**config.mk**
```make
export PLATFORM = sky130hd
export DESIGN_NAME = aec_poly_step
export DESIGN_NICKNAME = d
export VERILOG_FILES = /design/src/hdl/aec_pkg.sv /design/src/hdl/aec_poly_step.sv
export SDC_FILE = /design/constraint.sdc
export NUM_CORES = 2
export LEC_CHECK = 0
export BUFFER_PORTS_ARGS = -buffer_cell sky130_fd_sc_hd__buf_4
export CAP_MARGIN = 10
export CORE_MARGIN = 2
export CORE_UTILIZATION = 45
export DETAILED_ROUTE_END_ITERATION = 10
export PLACE_DENSITY = 0.68
export RECOVER_POWER = 25
export SYNTH_ARGS = -nofsm -noshare
export SYNTH_HDL_FRONTEND = slang
export SYNTH_SLANG_ARGS = --single-unit
```
**constraint.sdc**
```tcl
create_clock -name aclk -period 13.8 [get_ports aclk]
set_clock_uncertainty 0.1 [all_clocks]
set_input_delay 3.45 -clock aclk [delete_from_list [all_inputs] [get_ports aclk]]
set_output_delay 3.45 -clock aclk [all_outputs]
set_load 0.02 [all_outputs]
```
**src/hdl/aec_pkg.sv**
```systemverilog
`timescale 1ns / 1ps
// Shared types, constants and helpers for the easing curve unit.
// No dependencies; every other file imports this package.
package aec_pkg;

    localparam int FRAC_BITS = 16;
    localparam int T_W       = 18;
    localparam int KIND_W    = 4;
    localparam int OUT_W     = 20;
    localparam int S_DATA_W  = 24;
    localparam int M_DATA_W  = 24;

    // phase shift that turns Q2.16 progress into a 32-bit half-turn phase
    localparam int PH_SH     = 31 - FRAC_BITS;
    // elastic exponent shift is K_BASE - ip
    localparam int K_BASE    = 60 - FRAC_BITS;
    localparam int IP_MIN    = K_BASE - 62;

    localparam logic [31:0] Q30_ONE     = 32'h4000_0000;
    localparam logic [30:0] HALF_PI_Q30 = 31'd1686629713;
    localparam logic [29:0] LN2_Q30     = 30'd744261118;
    localparam logic signed [18:0] T_ONE = 19'sd1 <<< FRAC_BITS;
    localparam logic signed [63:0] OUT_MAX = 64'sd524287;
    localparam logic signed [63:0] OUT_MIN = -64'sd524288;

    localparam logic [63:0] RECIP3_W = (64'd4294967296 + 64'd2) / 64'd3;
    localparam logic [32:0] RECIP3   = RECIP3_W[32:0];

    typedef enum logic [KIND_W-1:0] {
        K_NONE, K_ONE, K_SINE, K_QUAD, K_ELASTIC,
        K_BOUNCE1, K_BOUNCE2, K_BOUNCE4, K_BOUNCE8,
        K_PULSE1, K_PULSE8
    } kind_t;

    // payload that rides along every pipeline stage
    typedef struct packed {
        logic signed [T_W-1:0] t;
        logic [KIND_W-1:0]     kind;
        logic [31:0]           ph;     // sine phase, 2^32 = one turn
        logic signed [5:0]     ip;     // integer part of -10t
        logic [31:0]           expv;   // 2^frac in Q30
        logic [30:0]           sx;     // folded sine argument, Q30
        logic [1:0]            quad;
    } side_t;

    function automatic logic is_wave(input logic [KIND_W-1:0] k);
        case (kind_t'(k))
            K_BOUNCE1, K_BOUNCE2, K_BOUNCE4, K_BOUNCE8,
            K_PULSE1, K_PULSE8: is_wave = 1'b1;
            default:            is_wave = 1'b0;
        endcase
    endfunction

    function automatic logic is_pulse(input logic [KIND_W-1:0] k);
        case (kind_t'(k))
            K_PULSE1, K_PULSE8: is_pulse = 1'b1;
            default:            is_pulse = 1'b0;
        endcase
    endfunction

    // log2 of the half-cycle count
    function automatic logic [1:0] wave_sh(input logic [KIND_W-1:0] k);
        case (kind_t'(k))
            K_BOUNCE2: wave_sh = 2'd1;
            K_BOUNCE4: wave_sh = 2'd2;
            K_BOUNCE8,
            K_PULSE8:  wave_sh = 2'd3;
            default:   wave_sh = 2'd0;
        endcase
    endfunction

endpackage

```
**src/hdl/aec_poly_step.sv**
```systemverilog
`timescale 1ns / 1ps
// One Horner step of a Q30 series: p' = ONE +/- floor(((x*p)>>30) / D).
// Three register stages; uses aec_pkg.
module aec_poly_step
    import aec_pkg::*;
#(
    parameter int D   = 1,
    parameter bit ADD = 1'b1
) (
    input  logic        aclk,
    input  logic        aresetn,
    input  logic        en,
    input  logic        in_valid,
    input  logic [31:0] x_in,
    input  logic [31:0] p_in,
    input  side_t       side_in,
    output logic        out_valid,
    output logic [31:0] x_out,
    output logic [31:0] p_out,
    output side_t       side_out
);

    localparam logic [63:0] RECIP_W = (64'd4294967296 + 64'(D) - 64'd1) / 64'(D);
    localparam logic [32:0] RECIP   = RECIP_W[32:0];
    localparam logic [6:0]  DIV     = 7'(D);

    logic [2:0]  vld_reg;
    logic [63:0] prod_a_reg;
    logic [31:0] x_a_reg, x_b_reg, x_c_reg;
    side_t       side_a_reg, side_b_reg, side_c_reg;
    logic [31:0] v_b_reg, est_b_reg, p_c_reg;

    logic [31:0] v_a;
    logic [64:0] est_prod;
    logic [38:0] back;
    logic [31:0] q;
    logic [31:0] p_next;

    assign v_a      = prod_a_reg[61:30];
    // estimate is exact or one too high
    assign est_prod = 65'(v_a) * 65'(RECIP);
    assign back     = 39'(est_b_reg) * 39'(DIV);
    assign q        = (back > 39'(v_b_reg)) ? est_b_reg - 32'd1 : est_b_reg;
    assign p_next   = ADD ? Q30_ONE + q : Q30_ONE - q;

    always_ff @(posedge aclk) begin
        if (!aresetn) begin
            vld_reg <= '0;
        end else if (en) begin
            vld_reg <= {vld_reg[1:0], in_valid};
        end
    end

    always_ff @(posedge aclk) begin
        if (en) begin
            prod_a_reg <= 64'(x_in) * 64'(p_in);
            x_a_reg    <= x_in;
            side_a_reg <= side_in;
            v_b_reg    <= v_a;
            est_b_reg  <= est_prod[63:32];
            x_b_reg    <= x_a_reg;
            side_b_reg <= side_a_reg;
            p_c_reg    <= p_next;
            x_c_reg    <= x_b_reg;
            side_c_reg <= side_b_reg;
        end
    end

    assign out_valid = vld_reg[2];
    assign x_out     = x_c_reg;
    assign p_out     = p_c_reg;
    assign side_out  = side_c_reg;

endmodule

```
Word-level counts from Yosys, hierarchy flattened:

Cells that the tools add are included.

* register bits: 600
* bits in latches: 0
* RAM bits: 0
* bits in read-only memories: 0
* input port bits: 193
* output and inout bits: 190
* word-level logic and storage cells: 33
* memories kept: 0

* $add $sub $neg: 2
* multiply operators: 1
* divide/modulo/power cells: 0
* magnitude comparators: 1
* equality and inequality tests: 0
* shift-type cells: 0
* mux-type cells: 1
* bitwise logic cells: 0
* reduce and logical (&&, ||, !) cells: 0

Operator list (number)
* 32-bit by 32-bit multiplier with 62-bit output: 1
* 31-bit by 32-bit adder with 32-bit output, first input constant: 1
* 32-bit greater-than comparator: 1
* 32-bit 2-to-1 mux: 1
* 32-bit by 1-bit subtractor with 32-bit output, second input constant: 1

Longest topological paths before layout:

* depth after elaboration: 3
* depth in mapped cells: 28
* gate-level depth less buffers: 26

Worst setup path before layout:

No wires, ideal clock.

* path type: input port to flip-flop
* from: input port p_in[8]
* to: register prod_a_reg[61], data pin
* library setup time: 275 ps
* data arrival time: 10272 ps
* data required time: 13425 ps
* slack: 3153 ps
* cell stages on the path: 24
* path buffers: 1
* cells stage by stage: clkbuf_1 -> nand2_1 -> fa_1 -> inv_1 -> fa_1 -> inv_1 -> fa_1 -> inv_1 -> fa_1 -> fa_1 -> fa_1 -> fa_1 -> inv_1 -> fa_1 -> inv_1 -> ha_1 -> nand4_2 -> or4_4 -> nor3_1 -> a41o_2 -> nor4_2 -> or4_4 -> a211oi_1 -> a311oi_1

* word-level cells in the longest chain between the ends: 1

Ends and longest elaborated chain
* start: declaration: line aec_poly_step.sv:15 `input logic [31:0] p_in,`
* 32-bit by 32-bit multiplier with 62-bit output: line aec_poly_step.sv:56 `prod_a_reg <= 64'(x_in) * 64'(p_in);`
* end signal: assignment: line aec_poly_step.sv:56
* end: declaration: line aec_poly_step.sv:28 `logic [63:0] prod_a_reg;`

Every way passes these cells.
A chain may end at the register's enable or synchronous reset.

Final worst setup path:

* from: input port x_in[24]
* to: register prod_a_reg[61], data pin

* word-level cells in the longest chain between the ends: 1

Ends and longest elaborated chain
* start: declaration: line aec_poly_step.sv:14 `input logic [31:0] x_in,`
* 32-bit by 32-bit multiplier with 62-bit output: line aec_poly_step.sv:56

Every way passes these cells.

==> reports/qor.csv <==
metric,value,unit
Antenna Violating Nets Remaining,0,
placed cells,5861,
wire length of the first global-routing pass,192,mm
GP Congestion,0.896,
P&R area growth vs syn,11.8,%
Slew HR,34.0,%
clock sink count,570,
critical path launch point type,input port,
Critical Path AT,11170,ps
Crit Path Class,in -> reg,
CTS max path bufs,3,
WL met1,46.5,mm
DR top layer,met5,
Via Count,30600,
CTS resizes,0,
Setup-failing EPs final,0,
hold_buf cts,0,
final wirelength,125,mm
layout cells sized above 1,11.0,%
Hold Fails Final Rpt,0,
Area contributors post-synth,"fa_1 (36%), edfxtp_1 (34%), and2_1 (7.4%)",
Cell Rows,121,
Detailed Route Iter0 Violations,1996,
routed vias/inst,5.13,
vias in the first global route,33100,
critical path endpoint category,flip-flop,
GR Overflow Total,0,
largest net degree at the start of global routing,181,
post-CTS setup buffers,0,
Yosys top cell area share,36.0,%
syn_area_per_cell,11.9,um^2
syn_nets,5530,
routed wl met3,8.12,mm
ys flop type,edfxtp_1,
# fillers,9583,
PortBufs,382,
worst slew pin tran,990,ps
Syn Inst Count,4198,
dominant cell type by area after synthesis,fa_1,
RSZ-0062 raised after global routing,no,
H-tree depth,2,
max_cap viols,0,
total die area,113000,um^2
worst hold path type,reg -> reg,
Yosys warning count,0,
Worst Path Max Fanout,33,
I/O pin cnt,383,
status,completed,
first drt pass iteration count,5,
wire length on met2,64.6,mm
DIE HEIGHT,336,um
crit path time final,10890,ps
crit share post-route,78.9,%
core area,109000,um^2
CTS tree,done,
sequential area share after synthesis,34.3,%
number of synthesized register bits,570,
Die W,336,um
Post-synth ARST share,0,%
drt wl/cell,20.9,um
Starting Density,45.5,%
initial antenna violation count,5,
Max Fclk,0.0918,GHz
hpwl dp,91.1,mm
DRC errors left,0,
library cells used by synthesis,56,
Total Neg Setup Slack,0,ps
Root Driver,clkbuf_16,
number of synthesized flops with an enable pin,567,
Post-Syn Area,49700,um^2
Max Slew Vio Count,0,
WP data required,14070,ps
nets@finish,5778,
Clock transition at path regs,60,ps
GRT Resource Usage Total,22.5,%
post-route insts no fill,5971,
CTS Buf Count,59,
"Clk Latency, worst-skew pair",670,ps
-- critical path, cell delays in order --
cell and delay, ps:
buf_4 440, nand2_1 170, fa_1 520, fa_1 510, inv_1 50, fa_1 490
inv_1 50, fa_1 470, inv_1 60, fa_1 490, fa_1 510, fa_1 500
inv_1 50, fa_1 480, inv_1 50, ha_1 370, nand4_2 170, or4_4 570
o211ai_1 580, nor4_2 230, or4_4 580, a211oi_1 230, a311oi_1 80
-- cell families after synthesis --
kind of cell	count (synthesis)	share of synthesized area [%]
and+or+nand+nor	1161	12.0
adders and majority gates	1139	42.1
buffers and inverters	1099	8.29
DFF	570	34.3
AOI/OAI and AO/OA	191	2.51
xor gates and xnor gates	34	0.599
muxes	4	0.0805
-- layout by cell type (no fill, tap or decap), types with 6 or more instances in the layout --
cell / Yosys / final
nor3_1: 10 / 10
o21bai_1: 6 / 6
clkinv_2: 0 / 12
clkinv_1: 0 / 8
buf_4: 0 / 385
xor2_1: 10 / 10
a211oi_1: 7 / 7
a21o_1: 16 / 16
nand2_1: 487 / 487
and2_1: 588 / 588
nand3_1: 11 / 11
clkbuf_16: 0 / 59
nand4_1: 14 / 14
o21ai_0: 37 / 37
clkbuf_1: 200 / 12
nor2_1: 26 / 26
inv_1: 899 / 899
o211ai_1: 8 / 8
edfxtp_1: 567 / 567
fa_1: 894 / 894
xnor2_1: 24 / 24
ha_1: 245 / 245
a21oi_1: 70 / 70
-- metal layers --
layer,vias up,global-route usage [%]
met4,2,9.19
li1,13300,-
met3,268,3.86
met2,1072,39.8
met1,16000,27.3
met5,-,0
-- final cells by class --
class                      count  area, um^2  area share [%]
clock inverter                37         347           0.623
multi-input combinational   2529       28500            51.3
timing repair buffer         387        2930            5.26
inverter                     899        3370            6.06
tap                         1476        1850            3.32
antenna                        2        5.00         0.00899
sequential                   570       17100            30.7
clock buffer                  71        1520            2.73
-- synthesized netlist by cell type, types with 4 or more instances --
master,instances
inv_1,899
fa_1,894
and2_1,588
edfxtp_1,567
nand2_1,487
ha_1,245
clkbuf_1,200
a21oi_1,70
o21ai_0,37
nor2_1,26
xnor2_1,24
a21o_1,16
nand4_1,14
nand3_1,11
nor3_1,10
xor2_1,10
o211ai_1,8
a211oi_1,7
o21bai_1,6
a311oi_1,5
nor2b_1,5
o31ai_1,5
and3_1,4
mux2i_1,4
o21a_1,4
o221a_2,4
-- stage by stage --
step	worst slack, ps	cell area (um^2)	util (%)	hold slack, ps
5_1_grt	2640	55600	50.9	297
2_1_floorplan	3150	49700	-	300
4_1_cts	2980	55600	50.9	277
3_5_place_dp	2280	53800	49.2	305
6_report	2910	55600	50.9	288
3_3_place_gp	2290	53800	49.2	300
-- worst paths after layout --
kind	cells after the start	end	startpoint	slack (ps)
setup / recovery	23	prod_a_reg[61]	x_in[24]	2910
hold / removal	0	side_out[80]	side_b_reg[80]	290
setup reg to reg	1	p_out[31]	est_b_reg[30]	12870
hold reg to reg	0	side_out[80]	side_b_reg[80]	290
Power is left out: the tool's default activity adds up to more than one toggle a clock period on the data nets, which glitch-free logic cannot reach.
