===== src/hdl/aec_pkg.sv =====
`timescale 1ns / 1ps
// Shared types, constants and helpers for the easing curve unit.
// No dependencies; every other file imports this package.
package aec_pkg;

    localparam int FRAC_BITS = 16;
    localparam int T_W       = 18;
    localparam int KIND_W    = 4;
    localparam int OUT_W     = 20;
    localparam int S_DATA_W  = 24;
    localparam int M_DATA_W  = 24;

    // phase shift that turns Q2.16 progress into a 32-bit half-turn phase
    localparam int PH_SH     = 31 - FRAC_BITS;
    // elastic exponent shift is K_BASE - ip
    localparam int K_BASE    = 60 - FRAC_BITS;
    localparam int IP_MIN    = K_BASE - 62;

    localparam logic [31:0] Q30_ONE     = 32'h4000_0000;
    localparam logic [30:0] HALF_PI_Q30 = 31'd1686629713;
    localparam logic [29:0] LN2_Q30     = 30'd744261118;
    localparam logic signed [18:0] T_ONE = 19'sd1 <<< FRAC_BITS;
    localparam logic signed [63:0] OUT_MAX = 64'sd524287;
    localparam logic signed [63:0] OUT_MIN = -64'sd524288;

    localparam logic [63:0] RECIP3_W = (64'd4294967296 + 64'd2) / 64'd3;
    localparam logic [32:0] RECIP3   = RECIP3_W[32:0];

    typedef enum logic [KIND_W-1:0] {
        K_NONE, K_ONE, K_SINE, K_QUAD, K_ELASTIC,
        K_BOUNCE1, K_BOUNCE2, K_BOUNCE4, K_BOUNCE8,
        K_PULSE1, K_PULSE8
    } kind_t;

    // payload that rides along every pipeline stage
    typedef struct packed {
        logic signed [T_W-1:0] t;
        logic [KIND_W-1:0]     kind;
        logic [31:0]           ph;     // sine phase, 2^32 = one turn
        logic signed [5:0]     ip;     // integer part of -10t
        logic [31:0]           expv;   // 2^frac in Q30
        logic [30:0]           sx;     // folded sine argument, Q30
        logic [1:0]            quad;
    } side_t;

    function automatic logic is_wave(input logic [KIND_W-1:0] k);
        case (kind_t'(k))
            K_BOUNCE1, K_BOUNCE2, K_BOUNCE4, K_BOUNCE8,
            K_PULSE1, K_PULSE8: is_wave = 1'b1;
            default:            is_wave = 1'b0;
        endcase
    endfunction

    function automatic logic is_pulse(input logic [KIND_W-1:0] k);
        case (kind_t'(k))
            K_PULSE1, K_PULSE8: is_pulse = 1'b1;
            default:            is_pulse = 1'b0;
        endcase
    endfunction

    // log2 of the half-cycle count
    function automatic logic [1:0] wave_sh(input logic [KIND_W-1:0] k);
        case (kind_t'(k))
            K_BOUNCE2: wave_sh = 2'd1;
            K_BOUNCE4: wave_sh = 2'd2;
            K_BOUNCE8,
            K_PULSE8:  wave_sh = 2'd3;
            default:   wave_sh = 2'd0;
        endcase
    endfunction

endpackage


===== src/hdl/aec_front.sv =====
`timescale 1ns / 1ps
// Front end: input register, elastic exponent split and phase selection,
// first product of the 2^x series. Three stages; uses aec_pkg.
module aec_front
    import aec_pkg::*;
(
    input  logic                  aclk,
    input  logic                  aresetn,
    input  logic                  en,
    input  logic                  in_valid,
    input  logic signed [T_W-1:0] t_value,
    input  logic [KIND_W-1:0]     easing_kind,
    output logic                  out_valid,
    output logic [31:0]           exp_arg,
    output side_t                 side_out
);

    localparam logic signed [24:0] N_OFS = 25'sd3 <<< FRAC_BITS;

    logic [2:0] vld_reg;

    logic signed [T_W-1:0] t1_reg, t2_reg;
    logic [KIND_W-1:0]     kind1_reg, kind2_reg;
    logic signed [5:0]     ip2_reg;
    logic [15:0]           fb2_reg;
    logic [22:0]           absn2_reg;
    logic                  neg2_reg;
    logic [55:0]           prod3_2_reg;
    logic [60:0]           prode_3_reg;
    side_t                 side3_reg;

    logic signed [21:0] e;
    logic signed [24:0] n;
    logic [22:0]        absn;
    logic [22:0]        est3;
    logic [24:0]        back3;
    logic [22:0]        q3;
    logic [35:0]        qq;
    logic [31:0]        ph_el;
    logic [31:0]        ph;
    side_t              side_next;

    assign e    = -(22'(t1_reg) * 22'sd10);
    assign n    = 25'(t1_reg) * 25'sd40 - N_OFS;
    assign absn = n[24] ? 23'(-n) : 23'(n);

    // elastic phase: trunc(n * 2^14 / 3) = sign * (|n|*5461 + |n|/3)
    assign est3  = prod3_2_reg[54:32];
    assign back3 = 25'(est3) * 25'd3;
    assign q3    = (back3 > 25'(absn2_reg)) ? est3 - 23'd1 : est3;
    assign qq    = 36'(absn2_reg) * 36'd5461 + 36'(q3);
    assign ph_el = neg2_reg ? -qq[31:0] : qq[31:0];

    always_comb begin
        case (kind_t'(kind2_reg))
            K_SINE:    ph = (32'(t2_reg) << PH_SH) + Q30_ONE;
            K_ELASTIC: ph = ph_el;
            default:   ph = 32'(t2_reg) << (5'(PH_SH) + 5'(wave_sh(kind2_reg)));
        endcase
        side_next      = '0;
        side_next.t    = t2_reg;
        side_next.kind = kind2_reg;
        side_next.ph   = ph;
        side_next.ip   = ip2_reg;
    end

    always_ff @(posedge aclk) begin
        if (!aresetn) begin
            vld_reg <= '0;
        end else if (en) begin
            vld_reg <= {vld_reg[1:0], in_valid};
        end
    end

    always_ff @(posedge aclk) begin
        if (en) begin
            t1_reg      <= t_value;
            kind1_reg   <= easing_kind;
            t2_reg      <= t1_reg;
            kind2_reg   <= kind1_reg;
            ip2_reg     <= e[21:16];
            fb2_reg     <= e[15:0];
            absn2_reg   <= absn;
            neg2_reg    <= n[24];
            prod3_2_reg <= 56'(absn) * 56'(RECIP3);
            side3_reg   <= side_next;
            prode_3_reg <= 61'({fb2_reg, 14'd0}) * 61'(LN2_Q30);
        end
    end

    assign out_valid = vld_reg[2];
    assign exp_arg   = 32'(prode_3_reg[59:30]);
    assign side_out  = side3_reg;

endmodule


===== config.mk =====
export PLATFORM = sky130hd
export DESIGN_NAME = aec_front
export DESIGN_NICKNAME = d
export VERILOG_FILES = /design/src/hdl/aec_pkg.sv /design/src/hdl/aec_front.sv
export SDC_FILE = /design/constraint.sdc
export NUM_CORES = 2
export LEC_CHECK = 0
export ABC_AREA = 0
export BUFFER_PORTS_ARGS = -buffer_cell sky130_fd_sc_hd__buf_2
export CAP_MARGIN = 20
export CORE_MARGIN = 5
export CORE_UTILIZATION = 60
export CTS_BUF_LIST = sky130_fd_sc_hd__clkbuf_4
export DETAILED_ROUTE_END_ITERATION = 6
export PLACE_DENSITY = 0.75
export RECOVER_POWER = 100
export SYNTH_ARGS = -nofsm -noshare
export SYNTH_HDL_FRONTEND = slang
export SYNTH_SLANG_ARGS = --single-unit

===== constraint.sdc =====
create_clock -name aclk -period 21.1 [get_ports aclk]
set_clock_uncertainty 0.15 [all_clocks]
set_input_delay 1.055 -clock aclk [delete_from_list [all_inputs] [get_ports aclk]]
set_output_delay 1.055 -clock aclk [all_outputs]
set_load 0.1 [all_outputs]

---- Word level (Yosys, flattened, before mapping) ----
Cells that the tools add are included.
word-level totals
  register bits after elaboration ......... 251
  logic and storage cells ................. 45
cells by class
  $add $sub $neg .......................... 8
  $mul .................................... 6
  magnitude comparators ................... 1
  equality and inequality tests ........... 6
  shifts and indexed selects .............. 1
  mux-type cells .......................... 6
  reduce and logical (&&, ||, !) cells .... 2
operators by type and width
  kind                                                                    number
  32-bit one-hot mux with 2 select lines                                  1
  23-bit by 30-bit multiplier with 53-bit output (second input constant)  1
  23-bit two-way mux                                                      2
  16-bit by 29-bit multiplier with 45-bit output (second input constant)  1
  32-bit by 23-bit adder with 32-bit output                               1
  32-bit by 31-bit adder with 32-bit output (second input constant)       1
  23-bit by 13-bit multiplier with 32-bit output (second input constant)  1
  32-bit two-way mux                                                      1
  32-bit negator                                                          1
  32-bit by 5-bit left shift with 32-bit output                           1
  25-bit by 19-bit subtractor with 25-bit output (second input constant)  1
  24-bit by 23-bit greater-than comparator with 1-bit output              1
  22-bit by 2-bit multiplier with 24-bit output (second input constant)   1
  23-bit negator                                                          1
  22-bit by 1-bit subtractor with 23-bit output (second input constant)   1
  18-bit by 4-bit multiplier with 22-bit output (second input constant)   1
  22-bit negator                                                          1
  18-bit by 4-bit multiplier with 21-bit output (second input constant)   1
  4-bit by 3-bit == test with 1-bit output (second input constant)        3
  4-bit == test (second input constant)                                   2
  2-bit one-hot mux with 3 select lines                                   1
  4-bit by 2-bit adder with 5-bit output (first input constant)           1
  4-bit by 2-bit == test with 1-bit output (second input constant)        1
  2-bit OR reduction                                                      2
  2-bit two-way mux                                                       1

---- Depth between registers and ports, before layout ----
  depth after elaboration ................. 7
  mapped depth ............................ 43
  mapped depth without buffers ............ 42

---- Worst setup path after synthesis ----
Ideal clock, no wire load.
  path kind ............................... flip-flop to flip-flop
  start point ............................. reg t1_reg[1]
  end point ............................... reg prod3_2_reg[50], data pin
  library setup time ...................... 0.277 ns
  arrival ................................. 9.849 ns
  required time ........................... 20.673 ns
  path slack .............................. 10.824 ns
  stages on the path, launching flop included .. 40
  path buffers ............................ 1
  period minus slack after synthesis ...... 10.276 ns
  cells stage by stage .................... edfxtp_1 ha_1 ha_1 fa_1 a211oi_1 o21ai_1 o311ai_1 nand2_1 xnor2_1 ha_1 nor2_1 a41oi_1 inv_1 clkbuf_1 o21ai_0 xor2_1 ha_1 inv_1 [4 not listed] fa_1 inv_1 fa_1 inv_1 fa_1 inv_1 ha_1 ha_1 nand4_1 nor2_1 nand3_1 o21ai_0 nor3_1 o21ai_0 o211ai_1 and3_1 o31ai_1 a311oi_1
between the ends
  elaborated cells on any way between the ends .. 5
  those cells by class .................... add/sub (2); mul (2); mux (1)
RTL lines
  what                                            line             RTL
  start, declared                                 aec_front.sv:22  logic signed [T_W-1:0] t1_reg, t2_reg;
  start signal, assigned                          aec_front.sv:77  t1_reg <= t_value;
  18-bit by 4-bit multiplier with 22-bit output   aec_front.sv:44  assign n = 25'(t1_reg) * 25'sd40 - N_OFS;
  25-bit by 19-bit subtractor with 25-bit output  aec_front.sv:44
  via n[24]                                       aec_front.sv:33  logic signed [24:0] n;
  23-bit two-way mux                              aec_front.sv:45  assign absn = n[24] ? 23'(-n) : 23'(n);
  via absn[22]                                    aec_front.sv:34  logic [22:0] absn;
  23-bit by 30-bit multiplier with 53-bit output  aec_front.sv:85  prod3_2_reg <= 56'(absn) * 56'(RECIP3);
  end signal, assigned                            aec_front.sv:85
  end, declared                                   aec_front.sv:28  logic [55:0] prod3_2_reg;
The timed path passes the listed nets, and every way through them passes these cells.
A chain may end at the register's enable or synchronous reset.

---- Worst setup path in the final report ----
  start point ............................. reg t1_reg[1]
  end point ............................... reg prod3_2_reg[46], data pin
between the ends
  cells in the longest elaborated chain, start to end .. 5
RTL lines
  what                                                line
  18-bit by 4-bit multiplier with 22-bit output (*)   aec_front.sv:44
  25-bit by 19-bit subtractor with 25-bit output (*)  aec_front.sv:44
  23-bit negator                                      aec_front.sv:45
  23-bit two-way mux (*)                              aec_front.sv:45
  via absn[22]                                        aec_front.sv:34
  23-bit by 30-bit multiplier with 53-bit output (*)  aec_front.sv:85
The timed path passes the listed nets; every way through them passes the cells marked *.

==> flow_summary.ini <==
[yosys]
synth_top_area_share_pct = 22.90
synth-seq-area-share_pct = 19.54
synthSimpleGateAreaFrac_pct = 6.945
synth_area_um2 = 30430
yosysMostFrequentCell = inv_1
synthDistinctLibCells = 80
synth-compound-area-share_pct = 9.881
synth_mux_area_share_pct = 1.760
ys_ff_latch = 199
synth.avg_cell_area_um2 = 10.14
postSynthCellCount = 3002
async_flop_share_pct = 0
synth_xor_area_share_pct = 6.073
netlist_top_cells_count = 647 x inv_1, 557 x ha_1, 348 x fa_1
synth_edf_count = 196
synth.area.top_cells = ha_1 23%, fa_1 23%, edfxtp_1 19%, inv_1 8.0%, xnor2_1 3.7%
synth_fa_ha_area_share_pct = 45.80
synth_warnings = 0
synth_ff_type = edfxtp_1
synth.largest_area_cell = ha_1
synth_top_family_by_area = adder cells

[setup_path]
worstReg2RegStart = t1_reg[1]
timing.rr.end = prod3_2_reg[46]
cp-start-kind = flip-flop
slowest_stage = a41oi_1
slowest_delay_ns = 0.73
crit_type = flip-flop to flip-flop
worstSetupEndpointType = flip-flop
crit_path_frequent_cell = ha_1
critPathMaxFanout = 15
rrSetupSlack_ns = 8.99
cp.required_ns = 21.44
ff2ff_path_depth = 36
crit_arrival_ns = 12.46

[cts]
cts.sinks = 199
clk_pin_slew_ns = 0.19
cts_buffers = 17
cts_root_buffer = clkbuf_4
tritoncts = yes
clk_latency_ns = 0.75
post-cts-setup-buffers = 0
ctsHoldBuffers = 0
h-tree-depth = 4
clk_path_buf_depth = 2
ctsResizeCount = 0

[final_layout]
final_nets = 4047
drive_gt1_share_pct = 2.109
largest_reg_flops = 60
area_growth_pct = 4.067

[worst_hold_path]
min_delay_path_depth = 0
worstHoldEndpoint = side_out[68]
hp-start = ip2_reg[3]
hp-class = flip-flop to flip-flop

[status]
failed_checks = capacitance limit, slew limit
status = finished, violations left

[timing]
finalWorstSetupSlack_ns = 8.986
setup-violations-final = 0
period_share_pct = 57.41
timing.fmax_ghz = 0.08255
hold_viol_final = 0
fin_crit_ns = 12.11
worst_pin_slew_ns = 4.299
slew_headroom_pct = -186.6
rsz0062_at_grt = no
tns_ns = 0
slew_violations = 204

[global_routing]
grt_pass1_wl_mm = 119.2
grt_pass1_vias = 22372
globalRoute.totalOverflow = 0
antenna_found_initial = 2
grt_max_degree = 89
grt_usage_pct = 26.99

[floorplanning]
start_util_pct = 60.65
fp-row-count = 82
die_h_um = 235.2
dieArea_um2 = 55320
core-area_um2 = 50170
pin_count = 184
die_width_um = 235.2

[route]
detail-route-antenna-nets = 0
vias = 21258
first_pass_iters = 6
drtIter0Drc = 1206
vias_per_cell = 5.590
totalWireLength_mm = 74.24
drcViolationCount = 0
wire_per_inst_um = 19.52

[place]
gp_congestion = 0.9420
dp_hpwl_mm = 64.71
portBuffers = 116
pre_cts_slack_ns = 9.344

[run]
maxCapViolCount = 3
[how the worst max path moves through the flow]
stage	from	endpoint	slack, ns	depth (start not counted)
CTS	t1_reg[1]	prod3_2_reg[47]	9.30	38
global placement	t1_reg[1]	prod3_2_reg[47]	9.66	38
finish	t1_reg[1]	prod3_2_reg[46]	8.99	36
detailed placement	t1_reg[1]	prod3_2_reg[47]	9.34	38
global route	t1_reg[1]	prod3_2_reg[47]	8.21	38
floorplan	t1_reg[1]	prod3_2_reg[50]	10.82	39
[metal layers]
layer | vias to the layer above | global-route usage, % | share of wire, %
met1 | 10417 | 37.29 | 44
li1 | 10113 | - | -
met4 | 0 | 9.503 | 3.4
met5 | - | 0 | 0
met3 | 127 | 3.304 | 5.5
met2 | 601 | 44.39 | 47
[worst max-delay path, delay by kind of cell (launching register included)]
kind	cells	cell delay, ns
buffers and inverters	5	0.90
adders and majority gates	11	4.58
AOI/OAI and AO/OA	8	2.70
DFF	1	0.54
xor gates and xnor gates	5	1.68
and+or+nand+nor	7	1.33
[area by class of cell]
type / instances / area [um^2]
Fill cell: 4228 / 18500
Multi-Input combinational cell: 2126 / 21660
Sequential cell: 199 / 5946
Clock inverter: 15 / 161.4
Antenna cell: 2 / 5.005
Clock buffer: 17 / 127.6
Inverter: 647 / 2429
Timing Repair Buffer: 125 / 499.2
Tap cell: 672 / 840.8
[cell usage in the layout (no fill, tap or decap), types with 20 or more instances in the layout]
cell	instances
and3_1	23
nand2b_1	20
mux2i_1	49
o21ai_0	94
inv_1	647
nand2_1	108
nor3_1	31
a21oi_1	111
a31oi_1	20
ha_1	557
nor2_1	119
a21o_1	67
o21a_1	20
clkbuf_1	109
conb_1	67
edfxtp_1	196
xnor2_1	129
nand3_1	36
nor2b_1	25
fa_1	348
xor2_1	82
[kinds of logic after synthesis]
family	Yosys count
other	1
XOR/XNOR	211
AO/OA/AOI/OAI	457
multiplexers	52
flip-flops	199
buffers and inverters	743
AND/OR/NAND/NOR	434
adder cells (fa/ha/maj)	905
[through the flow]
| stage | hold slack [ns] | std cells | instance area [um^2] | utilization, % |
|---|---|---|---|---|
| 2_1_floorplan | 0.2503 | 3068 | 30680 | - |
| 3_3_place_gp | 0.2543 | 3769 | 31570 | 62.93 |
| 3_5_place_dp | 0.2545 | 3769 | 31570 | 62.93 |
| 4_1_cts | 0.2741 | 3801 | 31860 | 63.51 |
| 5_1_grt | 0.2884 | 3802 | 31660 | 63.11 |
| 6_report | 0.2955 | 3803 | 31670 | 63.12 |
Power is left out: the tool's default activity adds up to more than one toggle a clock period on the data nets, which glitch-free logic cannot reach.
